==> src/rtl/lmcce_pkg.sv <==
// shared types and constants of the led matrix chain command engine
// no dependencies
package lmcce_pkg;

	localparam int MAX_CHAIN       = 8;
	localparam int ROWS_PER_DEVICE = 8;

	localparam logic [7:0] LEFT_BIT       = 8'b1000_0000;
	localparam logic [3:0] REG_INTENSITY  = 4'd10;
	localparam logic [3:0] REG_SCAN_LIMIT = 4'd11;
	localparam logic [3:0] REG_SHUTDOWN   = 4'd12;
	localparam logic [7:0] INTENSITY_MAX  = 8'd15;
	localparam logic [7:0] SCANLIMIT_MAX  = 8'd7;

	typedef enum logic [2:0] {
		MODE_LED,
		MODE_ROW,
		MODE_COLUMN,
		MODE_CLEAR,
		MODE_SHUTDOWN,
		MODE_INTENSITY,
		MODE_SCANLIMIT,
		MODE_RAW
	} mode_t;

	typedef enum logic [1:0] {
		ST_IDLE,
		ST_LOAD,
		ST_MERGE,
		ST_SEND
	} state_t;

endpackage

==> src/rtl/led_matrix_chain_command_engine_core.sv <==
// Flow: a command is accepted in idle, then each frame takes a shadow read state, a merge
//   and write state, and chain length words, one per cycle when out_ready is high.
// Frames: 8 per command for column and clear, else 1; the single word sequencer takes no
//   new command until the last word of the current one has gone out.
// Reset: arst_n clears the sequencer, device_count to 1 and all shadow valid bits,
//   so every row byte reads as zero after reset.
module led_matrix_chain_command_engine_core #(
	parameter int MAX_CHAIN = lmcce_pkg::MAX_CHAIN
) (
	input  logic        clk,
	input  logic        arst_n,
	// configuration write channel
	input  logic        cfg_valid,
	output logic        cfg_ready,
	input  logic [3:0]  cfg_data,
	// command channel
	input  logic        in_valid,
	output logic        in_ready,
	input  logic [2:0]  mode,
	input  logic [2:0]  device,
	input  logic [2:0]  row,
	input  logic [2:0]  column,
	input  logic        flag,
	input  logic [7:0]  value,
	input  logic [3:0]  raw_opcode,
	// serial word channel
	output logic        out_valid,
	input  logic        out_ready,
	output logic [15:0] word,
	output logic        frame_end,
	output logic        command_end
);

	// shadow geometry follows from the chain length
	localparam int DEPTH = MAX_CHAIN * lmcce_pkg::ROWS_PER_DEVICE;
	localparam int IDX_W = (DEPTH > 1) ? $clog2(DEPTH) : 1;
	localparam logic [3:0] MAX_LEN = 4'(MAX_CHAIN);

	lmcce_pkg::state_t state_q, state_nx;

	// configuration
	logic [3:0] dev_count_q;
	logic [3:0] chain_len;

	// latched command
	lmcce_pkg::mode_t mode_q;
	logic [2:0] dev_q, row_q, col_q;
	logic       flag_q;
	logic [7:0] value_q;
	logic [3:0] rawop_q;

	// sequencer counters and frame contents
	logic [2:0] frame_q;
	logic [2:0] word_k_q;
	logic [3:0] op_q;
	logic [7:0] data_q;

	// shadow memory, valid bits stand in for the zero reset
	logic [7:0]       shadow_mem [DEPTH];
	logic [DEPTH-1:0] shadow_vld_q;
	logic [7:0]       rd_q;
	logic             rd_vld_q;

	// decode
	logic             in_fire, out_fire, cmd_ok;
	logic             multi_frame, frame_last, word_last;
	logic [2:0]       row_sel;
	logic [IDX_W-1:0] shadow_addr;
	logic [7:0]       old_byte, bit_mask, new_data;
	logic [3:0]       new_op, row_op;
	logic             led_on, shadow_we;
	logic [3:0]       word_pos;
	logic             pos_hit;
	logic             do_latch, do_load, do_merge;

	// out of range chain length acts as a full chain
	assign chain_len = (dev_count_q == 4'd0 || dev_count_q > MAX_LEN) ? MAX_LEN : dev_count_q;

	assign cfg_ready = 1'b1;
	assign in_fire   = in_valid && in_ready;
	assign out_fire  = out_valid && out_ready;

	// commands that give no output are dropped at accept
	always_comb begin
		cmd_ok = ({1'b0, device} < chain_len);
		if (lmcce_pkg::mode_t'(mode) == lmcce_pkg::MODE_INTENSITY
				&& value > lmcce_pkg::INTENSITY_MAX)
			cmd_ok = 1'b0;
		if (lmcce_pkg::mode_t'(mode) == lmcce_pkg::MODE_SCANLIMIT
				&& value > lmcce_pkg::SCANLIMIT_MAX)
			cmd_ok = 1'b0;
	end

	// column and clear walk all eight rows, one frame each
	assign multi_frame = (mode_q == lmcce_pkg::MODE_COLUMN) || (mode_q == lmcce_pkg::MODE_CLEAR);
	assign frame_last  = !multi_frame || (frame_q == 3'd7);
	assign row_sel     = multi_frame ? frame_q : row_q;
	assign shadow_addr = IDX_W'({dev_q, row_sel});
	assign row_op      = 4'({1'b0, row_sel} + 4'd1);

	// merge of the fetched row byte with the command
	assign old_byte = rd_vld_q ? rd_q : 8'h00;
	assign bit_mask = lmcce_pkg::LEFT_BIT >> col_q;
	assign led_on   = (mode_q == lmcce_pkg::MODE_LED) ? flag_q : value_q[3'd7 - frame_q];

	always_comb begin
		new_data  = value_q;
		new_op    = row_op;
		shadow_we = 1'b0;
		unique case (mode_q)
			lmcce_pkg::MODE_LED, lmcce_pkg::MODE_COLUMN: begin
				new_data  = led_on ? (old_byte | bit_mask) : (old_byte & ~bit_mask);
				shadow_we = 1'b1;
			end
			lmcce_pkg::MODE_ROW: begin
				shadow_we = 1'b1;
			end
			lmcce_pkg::MODE_CLEAR: begin
				new_data  = 8'h00;
				shadow_we = 1'b1;
			end
			lmcce_pkg::MODE_SHUTDOWN: begin
				// shutdown entered with data zero, left with data one
				new_data = {7'd0, !flag_q};
				new_op   = lmcce_pkg::REG_SHUTDOWN;
			end
			lmcce_pkg::MODE_INTENSITY: new_op = lmcce_pkg::REG_INTENSITY;
			lmcce_pkg::MODE_SCANLIMIT: new_op = lmcce_pkg::REG_SCAN_LIMIT;
			lmcce_pkg::MODE_RAW:       new_op = rawop_q;
		endcase
	end

	// word position in the chain: first word goes to the farthest chip
	assign word_pos  = 4'(chain_len - 4'd1 - {1'b0, word_k_q});
	assign pos_hit   = (word_pos == {1'b0, dev_q});
	assign word_last = ({1'b0, word_k_q} == 4'(chain_len - 4'd1));

	// next state
	always_comb begin
		state_nx = state_q;
		unique case (state_q)
			lmcce_pkg::ST_IDLE:  if (in_fire && cmd_ok) state_nx = lmcce_pkg::ST_LOAD;
			lmcce_pkg::ST_LOAD:  state_nx = lmcce_pkg::ST_MERGE;
			lmcce_pkg::ST_MERGE: state_nx = lmcce_pkg::ST_SEND;
			lmcce_pkg::ST_SEND: begin
				if (out_fire && word_last)
					state_nx = frame_last ? lmcce_pkg::ST_IDLE : lmcce_pkg::ST_LOAD;
			end
		endcase
	end

	// state outputs
	always_comb begin
		in_ready  = 1'b0;
		out_valid = 1'b0;
		do_latch  = 1'b0;
		do_load   = 1'b0;
		do_merge  = 1'b0;
		unique case (state_q)
			lmcce_pkg::ST_IDLE: begin
				in_ready = 1'b1;
				do_latch = in_fire;
			end
			lmcce_pkg::ST_LOAD:  do_load   = 1'b1;
			lmcce_pkg::ST_MERGE: do_merge  = 1'b1;
			lmcce_pkg::ST_SEND:  out_valid = 1'b1;
		endcase
	end

	// payload comes straight from registers held during a stall
	assign word        = pos_hit ? {4'd0, op_q, data_q} : 16'h0000;
	assign frame_end   = word_last;
	assign command_end = word_last && frame_last;

	always_ff @(posedge clk or negedge arst_n) begin
		if (!arst_n) begin
			state_q      <= lmcce_pkg::ST_IDLE;
			dev_count_q  <= 4'd1;
			shadow_vld_q <= '0;
			frame_q      <= 3'd0;
			word_k_q     <= 3'd0;
		end else begin
			state_q <= state_nx;
			if (cfg_valid && cfg_ready)
				dev_count_q <= cfg_data;
			if (do_merge && shadow_we)
				shadow_vld_q[shadow_addr] <= 1'b1;
			if (do_latch) begin
				frame_q  <= 3'd0;
				word_k_q <= 3'd0;
			end else if (out_fire) begin
				if (word_last) begin
					word_k_q <= 3'd0;
					frame_q  <= 3'(frame_q + 3'd1);
				end else begin
					word_k_q <= 3'(word_k_q + 3'd1);
				end
			end
		end
	end

	// command and frame payload, no reset needed
	always_ff @(posedge clk) begin
		if (do_latch) begin
			mode_q  <= lmcce_pkg::mode_t'(mode);
			dev_q   <= device;
			row_q   <= row;
			col_q   <= column;
			flag_q  <= flag;
			value_q <= value;
			rawop_q <= raw_opcode;
		end
		if (do_merge) begin
			op_q   <= new_op;
			data_q <= new_data;
		end
	end

	// shadow row store, registered read
	always_ff @(posedge clk) begin
		if (do_merge && shadow_we)
			shadow_mem[shadow_addr] <= new_data;
		if (do_load) begin
			rd_q     <= shadow_mem[shadow_addr];
			rd_vld_q <= shadow_vld_q[shadow_addr];
		end
	end

endmodule

==> config.mk <==
export PLATFORM = sky130hd
export DESIGN_NAME = led_matrix_chain_command_engine_core
export DESIGN_NICKNAME = d
export VERILOG_FILES = /design/src/rtl/lmcce_pkg.sv /design/src/rtl/led_matrix_chain_command_engine_core.sv
export SDC_FILE = /design/constraint.sdc
export NUM_CORES = 1
export LEC_CHECK = 0
export BUFFER_PORTS_ARGS = -buffer_cell sky130_fd_sc_hd__buf_2
export CELL_PAD_IN_SITES_DETAIL_PLACEMENT = 1
export CELL_PAD_IN_SITES_GLOBAL_PLACEMENT = 1
export CORE_UTILIZATION = 57
export CTS_CLUSTER_SIZE = 25
export DETAILED_ROUTE_END_ITERATION = 10
export PLACE_DENSITY = 0.84
export SLEW_MARGIN = 5
export SYNTH_ARGS = -nofsm -noshare
export SYNTH_HDL_FRONTEND = slang
export SYNTH_SLANG_ARGS = --single-unit
==> constraint.sdc <==
create_clock -name clk -period 10.8 [get_ports clk]
set_input_delay 1.08 -clock clk [delete_from_list [all_inputs] [get_ports clk]]
set_output_delay 1.08 -clock clk [all_outputs]
set_load 0.005 [all_outputs]
---- Word-level counts from Yosys, hierarchy flattened ----
Memories as Yosys holds them, arrays and structs flattened. A register that Yosys moved wholly into a read port is not among the register bits.
Index checks and enable logic that the tools add are counted.
W data, S select, Z words.
word-level totals
  register bits ........................... 114
  RAM bits ................................ 512
  output and inout bits ................... 21
  word-level logic and storage cells ...... 108
  memories ................................ 1
memories
  memory      depth  bits a word  rd ports  clocked after memory_dff  wr ports  line                                        source
  shadow_mem  64     8            1         1                         1         led_matrix_chain_command_engine_core.sv:59  logic [7:0] shadow_mem [DEPTH];
operators by class
  $add $sub $neg .......................... 6
  order comparisons ....................... 7
  equal/unequal tests ..................... 17
  shifts and indexed selects .............. 1
  mux-type cells .......................... 34
  bitwise logic cells ..................... 4
  reduce and logical (&&, ||, !) cells .... 23
operators with widths
  kind                   count
  $or A64 B64 Y64        1
  $pmux W8 S3            1
  $eq A3 B3 Y1 const B   7
  $mux W3                7
  $mux W8                2
  $pmux W4 S4            1
  $mux W1                15
  $mux W12               1
  $logic_and A1 B1 Y1    9
  $and A8 B8 Y8          1
  $gt A8 B3 Y1 const B   1
  $gt A8 B4 Y1 const B   1
  $not A8 Y8             1
  $or A8 B8 Y8           1
  $pmux W2 S4            1
  $shr A8 B3 Y8 const A  1
  $lt A6 B7 Y1 const B   1
  $add A3 B1 Y3 const B  2
  $bmux W1 S6            1
  $demux W1 S6           1
  $eq A3 B2 Y1 const B   2
  $ge A6 B1 Y1 const B   1
  $add A3 B1 Y4 const B  1
  $eq A2 B2 Y1 const B   2
  23 further kinds       30

---- Longest topological paths before layout ----
  word-level depth ........................ 9
  depth in mapped cells ................... 12
  depth with buffers taken out ............ 10

---- Worst setup path before layout ----
No wires, ideal clock.
  kind .................................... register to register
  start point ............................. register frame_q[0]
  end point ............................... register data_q[6] (data pin)
  library setup time ...................... 0.709 ns
  arrival ................................. 3.781 ns
  setup slack ............................. 6.310 ns
  stages on the path, launching flop included .. 7
  period minus slack after synthesis ...... 4.490 ns
  path through ............................ dfrtp_1 buf_4 mux4_2 mux2i_1 nand2_1 o211ai_1 o21ai_0
on the way
  cells in the longest elaborated chain, start to end .. 6
RTL lines
  what                           line                                         source
  start: declaration             led_matrix_chain_command_engine_core.sv:53   logic [2:0] frame_q;
  start signal: assignment       led_matrix_chain_command_engine_core.sv:194  frame_q <= 3'(frame_q + 3'd1);
  $sub A3 B3 Y3                  led_matrix_chain_command_engine_core.sv:104  assign led_on = (mode_q == lmcce_pkg::MODE_LED) ? flag_q : value_q[3'd7 - frame_q];
  $bmux W1 S3                    led_matrix_chain_command_engine_core.sv:104
  $mux W1 (not written as such)  led_matrix_chain_command_engine_core.sv:104
  $mux W1                        led_matrix_chain_command_engine_core.sv:104
  $mux W8                        led_matrix_chain_command_engine_core.sv:112  new_data = led_on ? (old_byte | bit_mask) : (old_byte & ~bit_mask);
  $pmux W8 S3                    led_matrix_chain_command_engine_core.sv:110  unique case (mode_q)
  via new_data[6]                led_matrix_chain_command_engine_core.sv:69   logic [7:0] old_byte, bit_mask, new_data;
  end signal: assignment         led_matrix_chain_command_engine_core.sv:215  data_q <= new_data;
  end: declaration               led_matrix_chain_command_engine_core.sv:56   logic [7:0] data_q;
The timed path passes the listed nets, and every way through them passes these cells. The select of a mux whose other input is x is not followed.
A chain may end at the register's enable or synchronous reset.

---- Worst setup path after layout ----
  start point ............................. register dev_count_q[0]
  end point ............................... output port word[5]
on the way
  cells in the longest elaborated chain, start to end .. 7
  elaborated cells on any way between the ends .. 8
RTL lines
  what                                                     line                                         source
  start: declaration                                       led_matrix_chain_command_engine_core.sv:42   logic [3:0] dev_count_q;
  start signal: assignment                                 led_matrix_chain_command_engine_core.sv:185  dev_count_q <= cfg_data;
  $gt A4 B4 Y1 / $logic_not A4 Y1 (equally long branches)  led_matrix_chain_command_engine_core.sv:77   assign chain_len = (dev_count_q == 4'd0 || dev_count_q > MAX_LEN) ? MAX_LEN : dev_count_q;
  $logic_or A1 B1 Y1                                       led_matrix_chain_command_engine_core.sv:77
  $mux W4 (*)                                              led_matrix_chain_command_engine_core.sv:77
  $sub A4 B1 Y4 (*)                                        led_matrix_chain_command_engine_core.sv:134  assign word_pos = 4'(chain_len - 4'd1 - {1'b0, word_k_q});
  $sub A4 B3 Y4 (*)                                        led_matrix_chain_command_engine_core.sv:134
  $eq A4 B3 Y1 (*)                                         led_matrix_chain_command_engine_core.sv:135  assign pos_hit = (word_pos == {1'b0, dev_q});
  $mux W12 (*)                                             led_matrix_chain_command_engine_core.sv:171  assign word = pos_hit ? {4'd0, op_q, data_q} : 16'h0000;
  end: declaration                                         led_matrix_chain_command_engine_core.sv:29   output logic [15:0] word,
Every way passes the cells marked *; elsewhere a longest branch is shown, timed or not.

==> flow_summary.yaml <==
die:
  die_y_um: 213
  die-area_mm2: 0.0456
  row_count: 77
  die_x_um: 213
  initial_utilization: 0.578
  pin_count: 55
  core_mm2: 0.0441
cts:
  post-cts-setup-buffer-count: 0
  clock_latency_ns: 0.61
  cts_tree: "done"
  clockRootBuffer: "clkbuf_16"
  cts.sinks: 634
  cts.hold.buffers_added: 0
  cts_buffer_depth: 3
  cts_resized: 0
  ctsHtreeMaxLevel: 3
  path_clk_slew_ns: 0.06
  cts_buffers: 67
setup_path:
  worstPathRequired_ns: 9.72
  worstPathArrival_ns: 3.57
  cp_slowest_stage_delay_ns: 0.76
  crit_slowest_cell: "nor3_1"
  worstPathCellList: "nand2b_1 -> ha_1 -> fa_1 -> xnor2_1 -> nor3b_1 -> a31oi_1 -> nor3_1 -> and2_1 -> buf_2"
  critPathMaxFanout: 12
  critPathKind: "reg -> out"
  worst_setup_path_end_kind: "output pin"
  cp-start-kind: "flop"
timing:
  worstMarginPinSlew_ns: 1.40
  slew_viol_final: 0
  fin_crit_sh: 0.430
  clock_skew_ns: 0.0238
  setup_viol: 0
  slew_headroom: 0.0637
  rsz0062_at_grt: "false"
  setup_tns_ns: 0
  hold_ws_ns: 0.424
  fin_crit_ns: 4.65
  max_freq_mhz: 215
  hold_viol: 0
routing:
  vias: 17991
  ant_nets: 0
  route.detailed.drc: 0
  detail_route.wl_per_cell_um: 36.0
  drt_iter0_markers: 2686
  via_per_inst: 7.19
  routed_wl_um: 89900
  drtPass1Iterations: 6
yosys:
  syn_area_per_cell_um2: 14.3
  postSynthRegisterBits: 634
  synth_seq_area_share: 0.732
  synthCells: 1780
  ys.flop_type: "edfxtp_1"
  mappedNetlistArea_mm2: 0.0255
  synth-async-reset-ratio: 0.120
  ys_types: 78
  synth-edff-count: 558
  ys_warn_count: 0
cells_and_area:
  final_cell_mix: "edfxtp_1, o21ai_0, nand2_1, nor2_1, a22oi_1"
  num-nets-final: 1903
  layout_commonest_cell: "edfxtp_1"
  drive_above_1_share: 0.159
  regArea_mm2: 0.0187
  stdcell_count: 2501
  fillers: 4089
  multi_input_area_mm2: 0.00640
  fin_area_mm2: 0.0286
  area_growth_pct: 12.1
grt:
  grt_max_degree: 66
  grt_pass1_wl_um: 128000
  gr-total-overflow: 0
  grt_usage: 0.404
  grt_pass1_vias: 18734
  antenna_found_initial: 3
placed_design:
  placed_cell_area_mm2: 0.0265
  place.gp.congestion: 0.964
  port_buffers: 49
  place_inst: 2376
  dp_hpwl_um: 51900
power:
  leakagePower_nw: 10.0
  powerDensity_mw_per_mm2: 231
  power.total_mw: 6.59
  ir_drop_uv: 162
run_status:
  status: "finished clean"
job:
  drv_cap: 0
hold_path:
  hp-class: "in -> async"
-- worst max-delay path: cells and delay by family (launching register included) --
family	cells	cell delay [ns]
buffers and inverters	1	0.11
adders and majority gates	2	0.78
AOI/OAI and AO/OA	1	0.06
DFF	1	0.58
xor gates and xnor gates	1	0.16
and+or+nand+nor	4	1.27
-- layer usage --
layer	wire (µm)	GRT usage	up-vias
met4	6230	0.265	2
met2	41400	0.626	1592
met1	30400	0.486	8998
li1	-	-	6954
met3	11900	0.136	445
met5	16	0	-
-- final cells by class --
class,count,area share
Sequential cell,634,0.653
Multi-Input combinational cell,1039,0.224
Clock buffer,98,0.0660
Tap cell,592,0.0259
Timing Repair Buffer,99,0.0217
Clock inverter,23,0.00736
Inverter,13,0.00180
Antenna cell,3,0.000263
-- synthesized netlist by cell type (8+ instances only) --
cell,count,share of area
ha_1,14,0.0069
a21oi_1,23,0.0045
a221oi_1,17,0.0058
buf_2,32,0.0063
inv_1,11,0.0016
mux2i_1,30,0.012
nor2_1,112,0.016
and3_1,11,0.0027
o21ai_1,10,0.0020
a22oi_1,90,0.027
xnor2_1,8,0.0027
nand4_1,60,0.015
and2_1,14,0.0034
nor3_1,13,0.0026
buf_6,8,0.0035
buf_4,14,0.0041
edfxtp_1,558,0.66
o21ai_0,209,0.041
clkbuf_1,39,0.0057
dfrtp_1,75,0.074
or2_2,68,0.017
a22o_1,13,0.0045
nand2_1,176,0.026
nand3_1,45,0.0088
-- metrics by stage --
stage / utilization / setup slack [ns]
floorplan: - / 6.31
global placement: 0.600 / 6.78
detailed placement: 0.600 / 6.74
CTS: 0.647 / 6.14
global route: 0.648 / 5.95
finish: 0.648 / 6.15
-- logic make-up (layout without fill, tap and decap cells) --
group | count (synthesis) | count (layout) | share of synthesized area
and+or+nand+nor | 547 | 547 | 0.106
xor gates and xnor gates | 9 | 9 | 0.00309
buffers and inverters | 110 | 233 | 0.0229
DFF | 634 | 634 | 0.732
muxes | 42 | 42 | 0.0194
AOI/OAI and AO/OA | 421 | 421 | 0.109
adders and majority gates | 15 | 15 | 0.00766
other | 2 | 8 | 0.000295
-- final timing paths --
check                            startpoint          endpoint  slack, ns  depth (start not counted)
hold / removal                       arst_n       word_k_q[1]       0.42                          1
max in group asynchronous            arst_n  shadow_vld_q[44]       9.16                          2
setup reg to reg                 frame_q[0]           rd_q[4]       6.44                          8
hold reg to reg            shadow_vld_q[41]  shadow_vld_q[41]       0.46                          1
setup / recovery             dev_count_q[0]           word[5]       6.15                          9
min in group clk           shadow_vld_q[41]  shadow_vld_q[41]       0.46                          1
-- registers in the layout, indices dropped and copies added, names as in the netlist, 2 cells and up --
register      cells
op_q              4
frame_q           3
row_q             3
state_q           2
col_q             3
rd_q              8
dev_count_q       4
shadow_mem      512
shadow_vld_q     64
dev_q             3
rawop_q           4
mode_q            3
data_q            8
value_q           8
word_k_q          3
-- where the power goes --
group | switching, mW | internal [mW]
combinational | 0.885 | 0.324
sequential | 0.118 | 3.00
clock | 0.957 | 1.31
total | 1.96 | 4.63
No activity file was read; power rests on OpenSTA's default activity.
